<file path="config.mk">
export PLATFORM = sky130hd
export DESIGN_NAME = semaphore_bank_with_wait_queues
export DESIGN_NICKNAME = d
export VERILOG_FILES = /design/src/sv/sembank_pkg.sv /design/src/sv/sembank_ctrl.sv /design/src/sv/sembank_dp.sv /design/src/sv/semaphore_bank_with_wait_queues.sv
export SDC_FILE = /design/constraint.sdc
export NUM_CORES = 2
export LEC_CHECK = 0
export ABC_AREA = 1
export BUFFER_PORTS_ARGS = -buffer_cell sky130_fd_sc_hd__buf_2
export CAP_MARGIN = 20
export CORE_MARGIN = 2
export CORE_UTILIZATION = 60
export CTS_CLUSTER_SIZE = 24
export DETAILED_ROUTE_END_ITERATION = 8
export GPL_ROUTABILITY_DRIVEN = 0
export PLACE_DENSITY = 0.79
export SLEW_MARGIN = 10
export SYNTH_ARGS = -nofsm -noshare
export SYNTH_HDL_FRONTEND = slang
export SYNTH_HIERARCHICAL = 1
export SYNTH_SLANG_ARGS = --single-unit
</file>
<file path="constraint.sdc">
create_clock -name clk -period 6.2 [get_ports clk]
set_clock_uncertainty 0.2 [all_clocks]
set_input_delay 1.24 -clock clk [delete_from_list [all_inputs] [get_ports clk]]
set_output_delay 1.24 -clock clk [all_outputs]
set_load 0.01 [all_outputs]
</file>
<file path="src/sv/sembank_pkg.sv">
// ----------------------------------------------------------------------------
// sembank_pkg
// Shared types and constants for the semaphore bank with wait queues.
// ----------------------------------------------------------------------------
package sembank_pkg;

	localparam int NUM_SEMAPHORES = 4;
	localparam int QUEUE_DEPTH    = 8;

	localparam int KIND_W    = 2;
	localparam int SEM_W     = 2;
	localparam int PID_W     = 32;
	localparam int COUNT_W   = 16;
	localparam int INIT_W    = 64;
	localparam int SEM_IDX_W = (NUM_SEMAPHORES > 1) ? $clog2(NUM_SEMAPHORES) : 1;
	localparam int PTR_W     = $clog2(QUEUE_DEPTH);
	localparam int FILL_W    = $clog2(QUEUE_DEPTH + 1);
	localparam int MEM_DEPTH = NUM_SEMAPHORES * QUEUE_DEPTH;
	localparam int ADDR_W    = $clog2(MEM_DEPTH);

	localparam logic [COUNT_W-1:0] COUNT_MAX = {COUNT_W{1'b1}};

	localparam logic [KIND_W-1:0] KIND_WAIT   = 2'd0;
	localparam logic [KIND_W-1:0] KIND_SIGNAL = 2'd1;
	localparam logic [KIND_W-1:0] KIND_RELOAD = 2'd2;

	typedef struct packed {
		logic [KIND_W-1:0] kind;
		logic [SEM_W-1:0]  semaphore_index;
		logic [PID_W-1:0]  process_id;
	} req_item_t;

	typedef struct packed {
		logic               granted;
		logic               blocked;
		logic               queue_overflow;
		logic               woke;
		logic [PID_W-1:0]   woken_pid;
		logic [COUNT_W-1:0] count_after;
	} rsp_item_t;

	typedef struct packed {
		logic load_in;
		logic exec;
		logic load_out;
	} dp_cmd_t;

endpackage

</file>
<file path="src/sv/sembank_ctrl.sv">
// ----------------------------------------------------------------------------
// sembank_ctrl
// Sequencer: accept a transaction, execute it, then load the result register.
// ----------------------------------------------------------------------------
module sembank_ctrl (
	input  logic                  clk,
	input  logic                  arst_n,
	input  logic                  req_valid,
	output logic                  req_stall,
	output logic                  rsp_valid,
	input  logic                  rsp_stall,
	output sembank_pkg::dp_cmd_t  cmd
);

	typedef enum logic [1:0] {
		ST_IDLE,
		ST_EXEC,
		ST_FIN
	} state_t;

	state_t state_q;
	logic   out_valid_q;
	logic   out_free;

	assign out_free  = !out_valid_q || !rsp_stall;
	assign req_stall = (state_q != ST_IDLE);
	assign rsp_valid = out_valid_q;

	always_comb begin
		cmd.load_in  = (state_q == ST_IDLE) && req_valid;
		cmd.exec     = (state_q == ST_EXEC);
		cmd.load_out = (state_q == ST_FIN) && out_free;
	end

	always_ff @(posedge clk or negedge arst_n) begin
		if (!arst_n) begin
			state_q     <= ST_IDLE;
			out_valid_q <= 1'b0;
		end else begin
			if (cmd.load_out) begin
				out_valid_q <= 1'b1;
			end else if (out_valid_q && !rsp_stall) begin
				out_valid_q <= 1'b0;
			end
			unique case (state_q)
				ST_IDLE: begin
					if (req_valid) begin
						state_q <= ST_EXEC;
					end
				end
				ST_EXEC: begin
					state_q <= ST_FIN;
				end
				ST_FIN: begin
					// hold until the result register is free
					if (out_free) begin
						state_q <= ST_IDLE;
					end
				end
				default: begin
					state_q <= ST_IDLE;
				end
			endcase
		end
	end

	a_accept_then_exec: assert property (@(posedge clk) disable iff (!arst_n)
		(req_valid && !req_stall) |=> cmd.exec)
		else $error("accepted transaction not executed");

	a_load_shows_result: assert property (@(posedge clk) disable iff (!arst_n)
		cmd.load_out |=> rsp_valid)
		else $error("loaded result not presented");

	a_no_overwrite: assert property (@(posedge clk) disable iff (!arst_n)
		(rsp_valid && rsp_stall) |-> !cmd.load_out)
		else $error("pending result overwritten");

	a_cmd_exclusive: assert property (@(posedge clk) disable iff (!arst_n)
		$onehot0({cmd.load_in, cmd.exec, cmd.load_out}))
		else $error("overlapping datapath commands");

endmodule

</file>
<file path="src/sv/sembank_dp.sv">
// ----------------------------------------------------------------------------
// sembank_dp
// Datapath: permit counters, queue pointers, waiter memory, result register.
// ----------------------------------------------------------------------------
module sembank_dp (
	input  logic                                  clk,
	input  logic                                  arst_n,
	input  sembank_pkg::dp_cmd_t                  cmd,
	input  sembank_pkg::req_item_t                req,
	input  logic                                  wr_en,
	input  logic [sembank_pkg::INIT_W-1:0]        wr_data,
	output sembank_pkg::rsp_item_t                rsp
);

	localparam int NS = sembank_pkg::NUM_SEMAPHORES;
	localparam int CW = sembank_pkg::COUNT_W;

	function automatic logic [sembank_pkg::PTR_W-1:0] next_ptr(
		input logic [sembank_pkg::PTR_W-1:0] p
	);
		logic [sembank_pkg::PTR_W-1:0] r;
		if (p == sembank_pkg::PTR_W'(sembank_pkg::QUEUE_DEPTH - 1)) begin
			r = '0;
		end else begin
			r = p + sembank_pkg::PTR_W'(1);
		end
		return r;
	endfunction

	sembank_pkg::req_item_t item_s1;
	logic [sembank_pkg::INIT_W-1:0] init_q;

	logic [CW-1:0]                   counts_q [NS];
	logic [sembank_pkg::PTR_W-1:0]  heads_q  [NS];
	logic [sembank_pkg::PTR_W-1:0]  tails_q  [NS];
	logic [sembank_pkg::FILL_W-1:0] fill_q   [NS];

	logic [sembank_pkg::PID_W-1:0] waiter_mem [sembank_pkg::MEM_DEPTH];
	logic [sembank_pkg::PID_W-1:0] rdata_q;

	logic               granted_q, blocked_q, overflow_q, woke_q;
	logic [CW-1:0]      count_after_q;

	logic                            sem_ok;
	logic [sembank_pkg::SEM_IDX_W-1:0] sel;
	logic [CW-1:0]                   cur_count, new_count, count_after;
	logic [sembank_pkg::FILL_W-1:0]  cur_fill;
	logic [sembank_pkg::PTR_W-1:0]   cur_head, cur_tail;
	logic                            is_reload, do_wait, do_signal;
	logic                            grant, block, overflow, wake, incr, q_full;
	logic [sembank_pkg::ADDR_W-1:0]  base_addr, waddr, raddr;

	always_comb begin
		sem_ok    = ({1'b0, item_s1.semaphore_index} < (sembank_pkg::SEM_W + 1)'(NS));
		sel       = item_s1.semaphore_index[sembank_pkg::SEM_IDX_W-1:0];
		cur_count = counts_q[sel];
		cur_fill  = fill_q[sel];
		cur_head  = heads_q[sel];
		cur_tail  = tails_q[sel];

		is_reload = (item_s1.kind == sembank_pkg::KIND_RELOAD);
		do_wait   = sem_ok && (item_s1.kind == sembank_pkg::KIND_WAIT);
		do_signal = sem_ok && (item_s1.kind == sembank_pkg::KIND_SIGNAL);

		q_full    = (cur_fill == sembank_pkg::FILL_W'(sembank_pkg::QUEUE_DEPTH));
		grant     = do_wait && (cur_count != '0);
		overflow  = do_wait && (cur_count == '0) && q_full;
		block     = do_wait && (cur_count == '0) && !q_full;
		wake      = do_signal && (cur_fill != '0);
		incr      = do_signal && (cur_fill == '0) && (cur_count != sembank_pkg::COUNT_MAX);

		if (grant) begin
			new_count = cur_count - CW'(1);
		end else if (incr) begin
			new_count = cur_count + CW'(1);
		end else begin
			new_count = cur_count;
		end

		if (!sem_ok) begin
			count_after = '0;
		end else if (is_reload) begin
			count_after = init_q[CW*sel +: CW];
		end else begin
			count_after = new_count;
		end

		base_addr = sembank_pkg::ADDR_W'(sel) *
			sembank_pkg::ADDR_W'(sembank_pkg::QUEUE_DEPTH);
		waddr     = base_addr + sembank_pkg::ADDR_W'(cur_tail);
		raddr     = base_addr + sembank_pkg::ADDR_W'(cur_head);
	end

	always_ff @(posedge clk or negedge arst_n) begin
		if (!arst_n) begin
			init_q <= '0;
			for (int s = 0; s < NS; s++) begin
				counts_q[s] <= '0;
				heads_q[s]  <= '0;
				tails_q[s]  <= '0;
				fill_q[s]   <= '0;
			end
		end else begin
			if (wr_en) begin
				init_q <= wr_data;
			end
			if (cmd.exec) begin
				if (is_reload) begin
					for (int s = 0; s < NS; s++) begin
						counts_q[s] <= init_q[CW*s +: CW];
						heads_q[s]  <= '0;
						tails_q[s]  <= '0;
						fill_q[s]   <= '0;
					end
				end else begin
					if (grant || incr) begin
						counts_q[sel] <= new_count;
					end
					if (block) begin
						tails_q[sel] <= next_ptr(cur_tail);
						fill_q[sel]  <= cur_fill + sembank_pkg::FILL_W'(1);
					end
					if (wake) begin
						heads_q[sel] <= next_ptr(cur_head);
						fill_q[sel]  <= cur_fill - sembank_pkg::FILL_W'(1);
					end
				end
			end
		end
	end

	// waiter memory: at most one write and one registered read per execute cycle
	always_ff @(posedge clk) begin
		if (cmd.exec) begin
			if (block && !is_reload) begin
				waiter_mem[waddr] <= item_s1.process_id;
			end
			rdata_q <= waiter_mem[raddr];
		end
	end

	always_ff @(posedge clk) begin
		if (cmd.load_in) begin
			item_s1 <= req;
		end
		if (cmd.exec) begin
			granted_q     <= grant;
			blocked_q     <= block;
			overflow_q    <= overflow;
			woke_q        <= wake;
			count_after_q <= count_after;
		end
		if (cmd.load_out) begin
			rsp.granted        <= granted_q;
			rsp.blocked        <= blocked_q;
			rsp.queue_overflow <= overflow_q;
			rsp.woke           <= woke_q;
			rsp.woken_pid      <= woke_q ? rdata_q : '0;
			rsp.count_after    <= count_after_q;
		end
	end

endmodule

</file>
<file path="src/sv/semaphore_bank_with_wait_queues.sv">
// ----------------------------------------------------------------------------
// semaphore_bank_with_wait_queues
// Bank of counting semaphores, each with a FIFO of blocked process ids.
// ----------------------------------------------------------------------------
// Each transaction passes through three steps: accept, execute (counter and
// queue pointer update plus the waiter memory write or registered read), and
// load of the result register; the next request is accepted in the cycle after
// the result register is loaded, so a new request is taken only once the
// previous transaction has left the load step. A finished result waits in its
// own register, so a new request is taken while the previous result is still
// stalled. A reload loads all counts from initial_counts and empties all
// queues in its execute step; no clearing pass is needed after reset.
// initial_counts is written through wr_en/wr_data and applies only at the
// next reload.
module semaphore_bank_with_wait_queues (
	input  logic                           clk,
	input  logic                           arst_n,
	input  logic                           req_valid,
	output logic                           req_stall,
	input  sembank_pkg::req_item_t         req,
	output logic                           rsp_valid,
	input  logic                           rsp_stall,
	output sembank_pkg::rsp_item_t         rsp,
	input  logic                           wr_en,
	input  logic [sembank_pkg::INIT_W-1:0] wr_data
);

	sembank_pkg::dp_cmd_t cmd;

	sembank_ctrl u_ctrl (
		.clk       (clk),
		.arst_n    (arst_n),
		.req_valid (req_valid),
		.req_stall (req_stall),
		.rsp_valid (rsp_valid),
		.rsp_stall (rsp_stall),
		.cmd       (cmd)
	);

	sembank_dp u_dp (
		.clk     (clk),
		.arst_n  (arst_n),
		.cmd     (cmd),
		.req     (req),
		.wr_en   (wr_en),
		.wr_data (wr_data),
		.rsp     (rsp)
	);

endmodule

</file>
**Word-level counts from Yosys, hierarchy flattened**

Memory sizes are Yosys's and may differ from the RTL's. A register that Yosys moved wholly into a read port is not among the register bits.
Cells that the tools add are included.

- Flip-flop bits (word level): 279
- Memory bits (writable): 1024
- Input port bits: 105
- Output and inout port bits: 54
- Word-level logic and storage cells: 142
- Memories: 1

Memories:

| memory | depth | bits a word | rd ports | clocked after Yosys merged registers in | wr ports | RTL line | RTL |
|---|---|---|---|---|---|---|---|
| u_dp.waiter_mem | 32 | 32 | 1 | 1 | 1 | sembank_dp.sv:38 | `logic [sembank_pkg::PID_W-1:0] waiter_mem [sembank_pkg::MEM_DEPTH];` |

- Add/subtract/negate cells: 8
- Order comparisons: 2
- Equality and inequality tests: 10
- Shift-type cells: 1
- Multiplexer cells: 53
- Bitwise operators: 1
- Reductions and logical operators: 33

Operator list:

| operator | count |
|---|---|
| 2-to-1 mux 16 bit | 11 |
| 2-to-1 mux 64 bit | 2 |
| bitwise mux 64 bit | 1 |
| indexed part select 64 x 7 -> 16 bit | 1 |
| 2-to-1 mux 12 bit | 4 |
| 2-to-1 mux 3 bit | 13 |
| binary-select mux 16 bit (select 2 bit) | 1 |
| bitwise mux 16 bit | 2 |
| demux 16 bit (select 2 bit) | 1 |
| bitwise mux 12 bit | 2 |
| adder 16 x 1 -> 16 bit, second input constant | 1 |
| zero test 16 bit | 1 |
| inequality test 16 bit, second input constant | 1 |
| nonzero test 16 bit | 1 |
| subtractor 16 x 1 -> 16 bit, second input constant | 1 |
| binary-select mux 3 bit (select 2 bit) | 2 |
| logical AND 1 bit | 12 |
| 2-to-1 mux 4 bit | 3 |
| adder 5 x 3 -> 5 bit | 2 |
| nonzero test 2 bit | 5 |
| binary-select mux 4 bit (select 2 bit) | 1 |
| demux 4 bit (select 2 bit) | 1 |
| AND reduction 2 bit | 4 |
| adder 3 x 1 -> 3 bit, second input constant | 2 |
| other kinds (20) | 33 |

**Logic depth before layout (Yosys ltp)**

- Depth in word-level cells: 13
- Mapped depth: 23
- Mapped depth without buffers: 19

**Modules after synthesis**

The synthesis kept the hierarchy.

Modules (own cells, without submodules):

| module | times used | cells each | area an instance (µm²) | seq. area each (µm²) |
|---|---|---|---|---|
| sembank_dp | 1 | 4766 | 55435.7 | 39157.6 |
| sembank_ctrl | 1 | 19 | 137.6 | 75.1 |

**Least setup slack after synthesis**

Ideal clock, no wire load.

- Path kind: register -> register
- Start: register u_ctrl.state_q[1]
- End: memory u_dp/waiter_mem[0][0] in the netlist's numbering (enable)
- Setup time: 0.421 ns
- Data arrival time: 4.021 ns
- Required time: 5.579 ns
- Setup slack: 1.558 ns
- Stages on the path, launching flop included: 7
- Buffers on the path: 1
- Clock period less this slack: 4.642 ns
- Path through: dfrtp_1 -> nor2_2 -> buf_2 -> nand2_2 -> inv_2 -> nand2_2 -> nor2_1

RTL lines:

| item | RTL line | RTL |
|---|---|---|
| from (decl) | sembank_ctrl.sv:21 | `state_t state_q;` |
| from (signal assigned) | sembank_ctrl.sv:37 | `state_q <= ST_IDLE;` |
| from (signal assigned) | sembank_ctrl.sv:48 | `state_q <= ST_EXEC;` |
| from (signal assigned) | sembank_ctrl.sv:52 | `state_q <= ST_FIN;` |
| to (decl) | sembank_dp.sv:38 |  |

**Worst setup path in the final report**

- Start: register u_dp.item_s1, in the netlist u_dp/sel[1]
- End: memory u_dp/waiter_mem[13][8] in the netlist's numbering (enable)

- Word-level cells in the longest chain between the ends: 11
- Elaborated cells between the ends (all ways): 20
- Those cells by class: add/sub: 1; eq/ne: 1; mux: 12; bitwise: 1; reduce/logical: 5

RTL lines:

| item | RTL line | RTL |
|---|---|---|
| from (decl) | sembank_dp.sv:30 | `sembank_pkg::req_item_t item_s1;` |
| from (signal assigned) | sembank_dp.sv:144 | `item_s1 <= req;` |
| NOT 2 -> 3 bit (implied by the code) * | sembank_dp.sv:56, sembank_dp.sv:57 |  |
| binary-select mux 16 bit (select 2 bit) / binary-select mux 4 bit (select 2 bit) (equally long branches) | sembank_dp.sv:56, sembank_dp.sv:57 |  |
| 2-to-1 mux 16 bit (implied by the code) / 2-to-1 mux 4 bit (equally long branches) (2 in a row) | sembank_dp.sv:56, sembank_dp.sv:57 |  |
| zero test 16 bit / == test 4 bit (equally long branches) | sembank_dp.sv:68, sembank_dp.sv:65 |  |
| logical AND 1 bit / zero test 1 bit (equally long branches) | sembank_dp.sv:68 | `block = do_wait && (cur_count == '0) && !q_full;` |
| logical AND 1 bit * | sembank_dp.sv:68 |  |
| named net u_dp.block | sembank_dp.sv:50 | `logic grant, block, overflow, wake, incr, q_full;` |
| logical AND 1 bit * | sembank_dp.sv:135 | `if (block && !is_reload) begin` |
| 2-to-1 mux 1 bit * | sembank_dp.sv:135 |  |
| 2-to-1 mux 1 bit * | sembank_dp.sv:134 | `if (cmd.exec) begin` |
| 2-to-1 mux 1 bit (implied by the code) * | sembank_dp.sv:136 | `waiter_mem[waddr] <= item_s1.process_id;` |

The timed path passes the listed nets; every way through them passes the cells marked *. The select of a mux whose other input is x is not followed.

==> results_dict.tcl <==
set metrics [dict create \
    outcome "finished, final reports clean" \
    syn_inst 4785 \
    cts_root_buf "clkbuf_16" \
    first_global_vias 37245 \
    drcViolationCount 0 \
    hold_start "u_dp/count_after_q[2]" \
    reg2reg_to "u_dp/waiter_mem[13][8]" \
    final_area_mm2 0.06277 \
    wl_per_cell_um 24.61 \
    rsz0062_at_grt "false" \
    cts_htree_levels 4 \
    synth_edf_count 1164 \
    via_count 39187 \
    syn-num-nets 4901 \
    port_buffers 158 \
    synth_top_flop_cell "edfxtp_1" \
    area.growth.synth_to_final_pct 12.95 \
    crit_path_max_fanout 28 \
    cts-hold-fix-buffers 0 \
    intPower_w 0.01667 \
    cp.arrival_ps 5410 \
    dieArea_mm2 0.09507 \
    hold_viol_final 0 \
    ys_seq_elements 1335 \
    drt.antenna.violating_nets 0 \
    tns_ps 0 \
    utilization_pct 68.48 \
    insertion_delay_ps 770 \
    p_switching_w 0.006656 \
    grt_overflow_total 0 \
    period_needed_ps 5192 \
    grt_max_degree 264 \
    reg2reg_slack_ps 1010 \
    layout_commonest_cell "edfxtp_1" \
    critical_path_class "reg -> reg" \
    fin_cells 6198 \
    grt_use_total_pct 31.90 \
    drv_cap 0 \
    power_frac_comb_pct 16.8 \
    synth_top_area_share_pct 62.90 \
    setup_violations 0 \
    peakVddDrop_v 0.0003167 \
    max_slew_margin_pct 19.38 \
    clk_path_buf_depth 3 \
    hold_path_depth 0 \
    io_pins 159 \
    synth_area_leaders "edfxtp_1, dfrtp_1, nor2_1" \
    timing.rr.start "u_dp/sel[1]" \
    avgSynthCellArea_um2 11.61 \
    ctsResizeCount 0 \
    dp_cells 5937 \
    cts_tree "yes" \
    cellLeakagePower_nw 22.37 \
    synthesis.area_mm2 0.05557 \
    synth_top_cell_by_area "edfxtp_1" \
    post-cts-setup-buffers 0 \
    end_kind "register" \
    cts_sinks 1335 \
    drt_first_pass_iters 7 \
    hpwl_um 88150 \
    cts_buffers 133 \
    fmax_mhz 192.6 \
    die_width_um 308.3 \
    final_cell_mix "edfxtp_1, nor2_1, o21ai_0" \
    drive_gt1_share_pct 11.75 \
    tightest_slew_ps 1209 \
    holdCritPathClass "reg -> reg" \
    die_h_um 308.3 \
    core_mm2 0.09166 \
    clk_pin_slew_ps 60 \
    preCtsSetupSlack_ps 1110 \
    synthDistinctLibCells 44 \
    period_share_pct 83.74 \
    ys_warn_count 6 \
    fill_cells 6107 \
    rr_worst_depth 18 \
    clock_power_share_pct 36.4 \
    start_util_pct 60.63 \
    hold_path_end "u_dp/rsp[2]" \
    rows 111 \
    slew_viol_final 0 \
    viasPerCell 6.323 \
    antenna_found_initial 4 \
    synthArstFlopShare_pct 12.81 \
    crit_required_ps 6420 \
    start_kind "register" \
    p_per_area_mw_per_mm2 371.5 \
    p_sw_share_pct 28.54 \
    setup_ws_ps 1008 \
    grt_pass1_wl_um 225800 \
    place_area_mm2 0.05783 \
    final_nets 5017 \
    drt_iter0_drc 6209 \
    yosysSeqAreaShare_pct 70.60 \
    wl_um 152500 \
    sequentialPowerShare_pct 46.9 \
]
-- power groups by stage --
stage / clock network [W] / logic [W] / registers (W)
after floorplan: 0 / 0.00253 / 0.0110
after global routing: 0.00889 / 0.00428 / 0.0110
after detailed placement: 0 / 0.00368 / 0.0112
after CTS: 0.00854 / 0.00372 / 0.0110
final: 0.00848 / 0.00391 / 0.0109
after global placement: 0 / 0.00356 / 0.0112
-- worst max-delay path by stage --
| stage | start | slack [ps] | endpoint |
|---|---|---|---|
| after global placement | u_dp/sel[1] | 1210 | u_dp/waiter_mem[13][25] |
| after floorplan | u_ctrl/state_q[1] | 1560 | u_dp/waiter_mem[0][0] |
| final | u_dp/sel[1] | 1010 | u_dp/waiter_mem[13][8] |
| after detailed placement | u_dp/sel[1] | 1110 | u_dp/waiter_mem[13][25] |
| after global routing | u_dp/sel[1] | 710 | u_dp/waiter_mem[13][8] |
| after CTS | u_dp/sel[1] | 1090 | u_dp/waiter_mem[13][8] |
-- area by class of cell --
type	instances	area, um2	area share (%)
clock buffers	158	3442	5.483
inverters	266	1015	1.617
repair buffers	273	2143	3.414
clock inverters	87	1175	1.872
flip-flops and latches	1335	39230	62.50
well taps	1186	1484	2.364
diodes	1	2.502	0.003987
multi-input cells	2892	14280	22.75
-- synthesized netlist by cell type (2+ instances only) --
cell and instances:
a21oi_2 2, nand2_2 15, o211ai_1 257, nand2_4 4
xnor2_1 3, nand2_1 470, o21ai_1 15, nor2_1 991
nand2_8 2, a22oi_1 6, buf_4 6, nor2_2 14
buf_6 17, nor2_4 10, nand3_4 4, inv_4 2
ha_1 11, buf_2 82, a21oi_1 30, nor3_1 5
o21ai_0 612, clkinv_1 2, a21boi_1 56, clkbuf_1 172
xor2_1 7, or2_2 2, inv_2 18, nand3_1 235
nand3b_1 3, nand3_2 2, edfxtp_1 1164, dfrtp_1 171
buf_1 15, inv_1 243, nand4_1 84, o22ai_1 45
-- metrics by stage --
step | total power, W | hold WS (ps)
floorplan | 0.01351 | 200.3
global placement | 0.01475 | 200.3
detailed placement | 0.01485 | 204.5
CTS | 0.02325 | 218.0
global route | 0.02414 | 225.0
finish | 0.02332 | 216.8
-- critical path: stages, from the launching register on --
cell	delay, ps
edfxtp_1	500
buf_4	280
nor2_4	640
nand2_1	140
o21ai_0	120
inv_1	60
nand3_1	180
inv_1	70
ha_1	200
inv_1	120
nor3_1	80
inv_1	100
nand3_2	140
inv_2	180
nand2_2	90
inv_2	170
nand2_2	260
nor2_4	840
buf_4	450
-- registers in the layout (all words and copies together) (netlist names) --
| signal | flops |
|---|---|
| u_ctrl/rsp_valid | 1 |
| u_ctrl/state_q | 2 |
| u_dp/blocked_q | 1 |
| u_dp/count_after_q | 16 |
| u_dp/counts_q | 64 |
| u_dp/fill_q | 16 |
| u_dp/granted_q | 1 |
| u_dp/heads_q | 12 |
| u_dp/init_q | 64 |
| u_dp/item_s1 | 34 |
| u_dp/overflow_q | 1 |
| u_dp/rdata_q | 32 |
| u_dp/rsp | 52 |
| u_dp/sel | 2 |
| u_dp/tails_q | 12 |
| u_dp/waiter_mem | 1024 |
| u_dp/woke_q | 1 |
-- cell families after synthesis --
logic type	Yosys count	synth area share (%)
simple gates	1845	13.95
flops	1335	70.60
compound gates	1026	10.82
buf+inv	558	4.235
fa+ha+maj	11	0.2477
xor+xnor	10	0.1576
-- routing by layer --
layer | up-vias | share of wire (%) | global-route usage, %
met5 | - | 0.0079 | 0
met4 | 2 | 4.5 | 14.69
met3 | 405 | 12 | 7.504
met2 | 2740 | 46 | 49.32
met1 | 18873 | 37 | 43.30
li1 | 17167 | - | -
No activity file was read; power rests on OpenSTA's default activity.
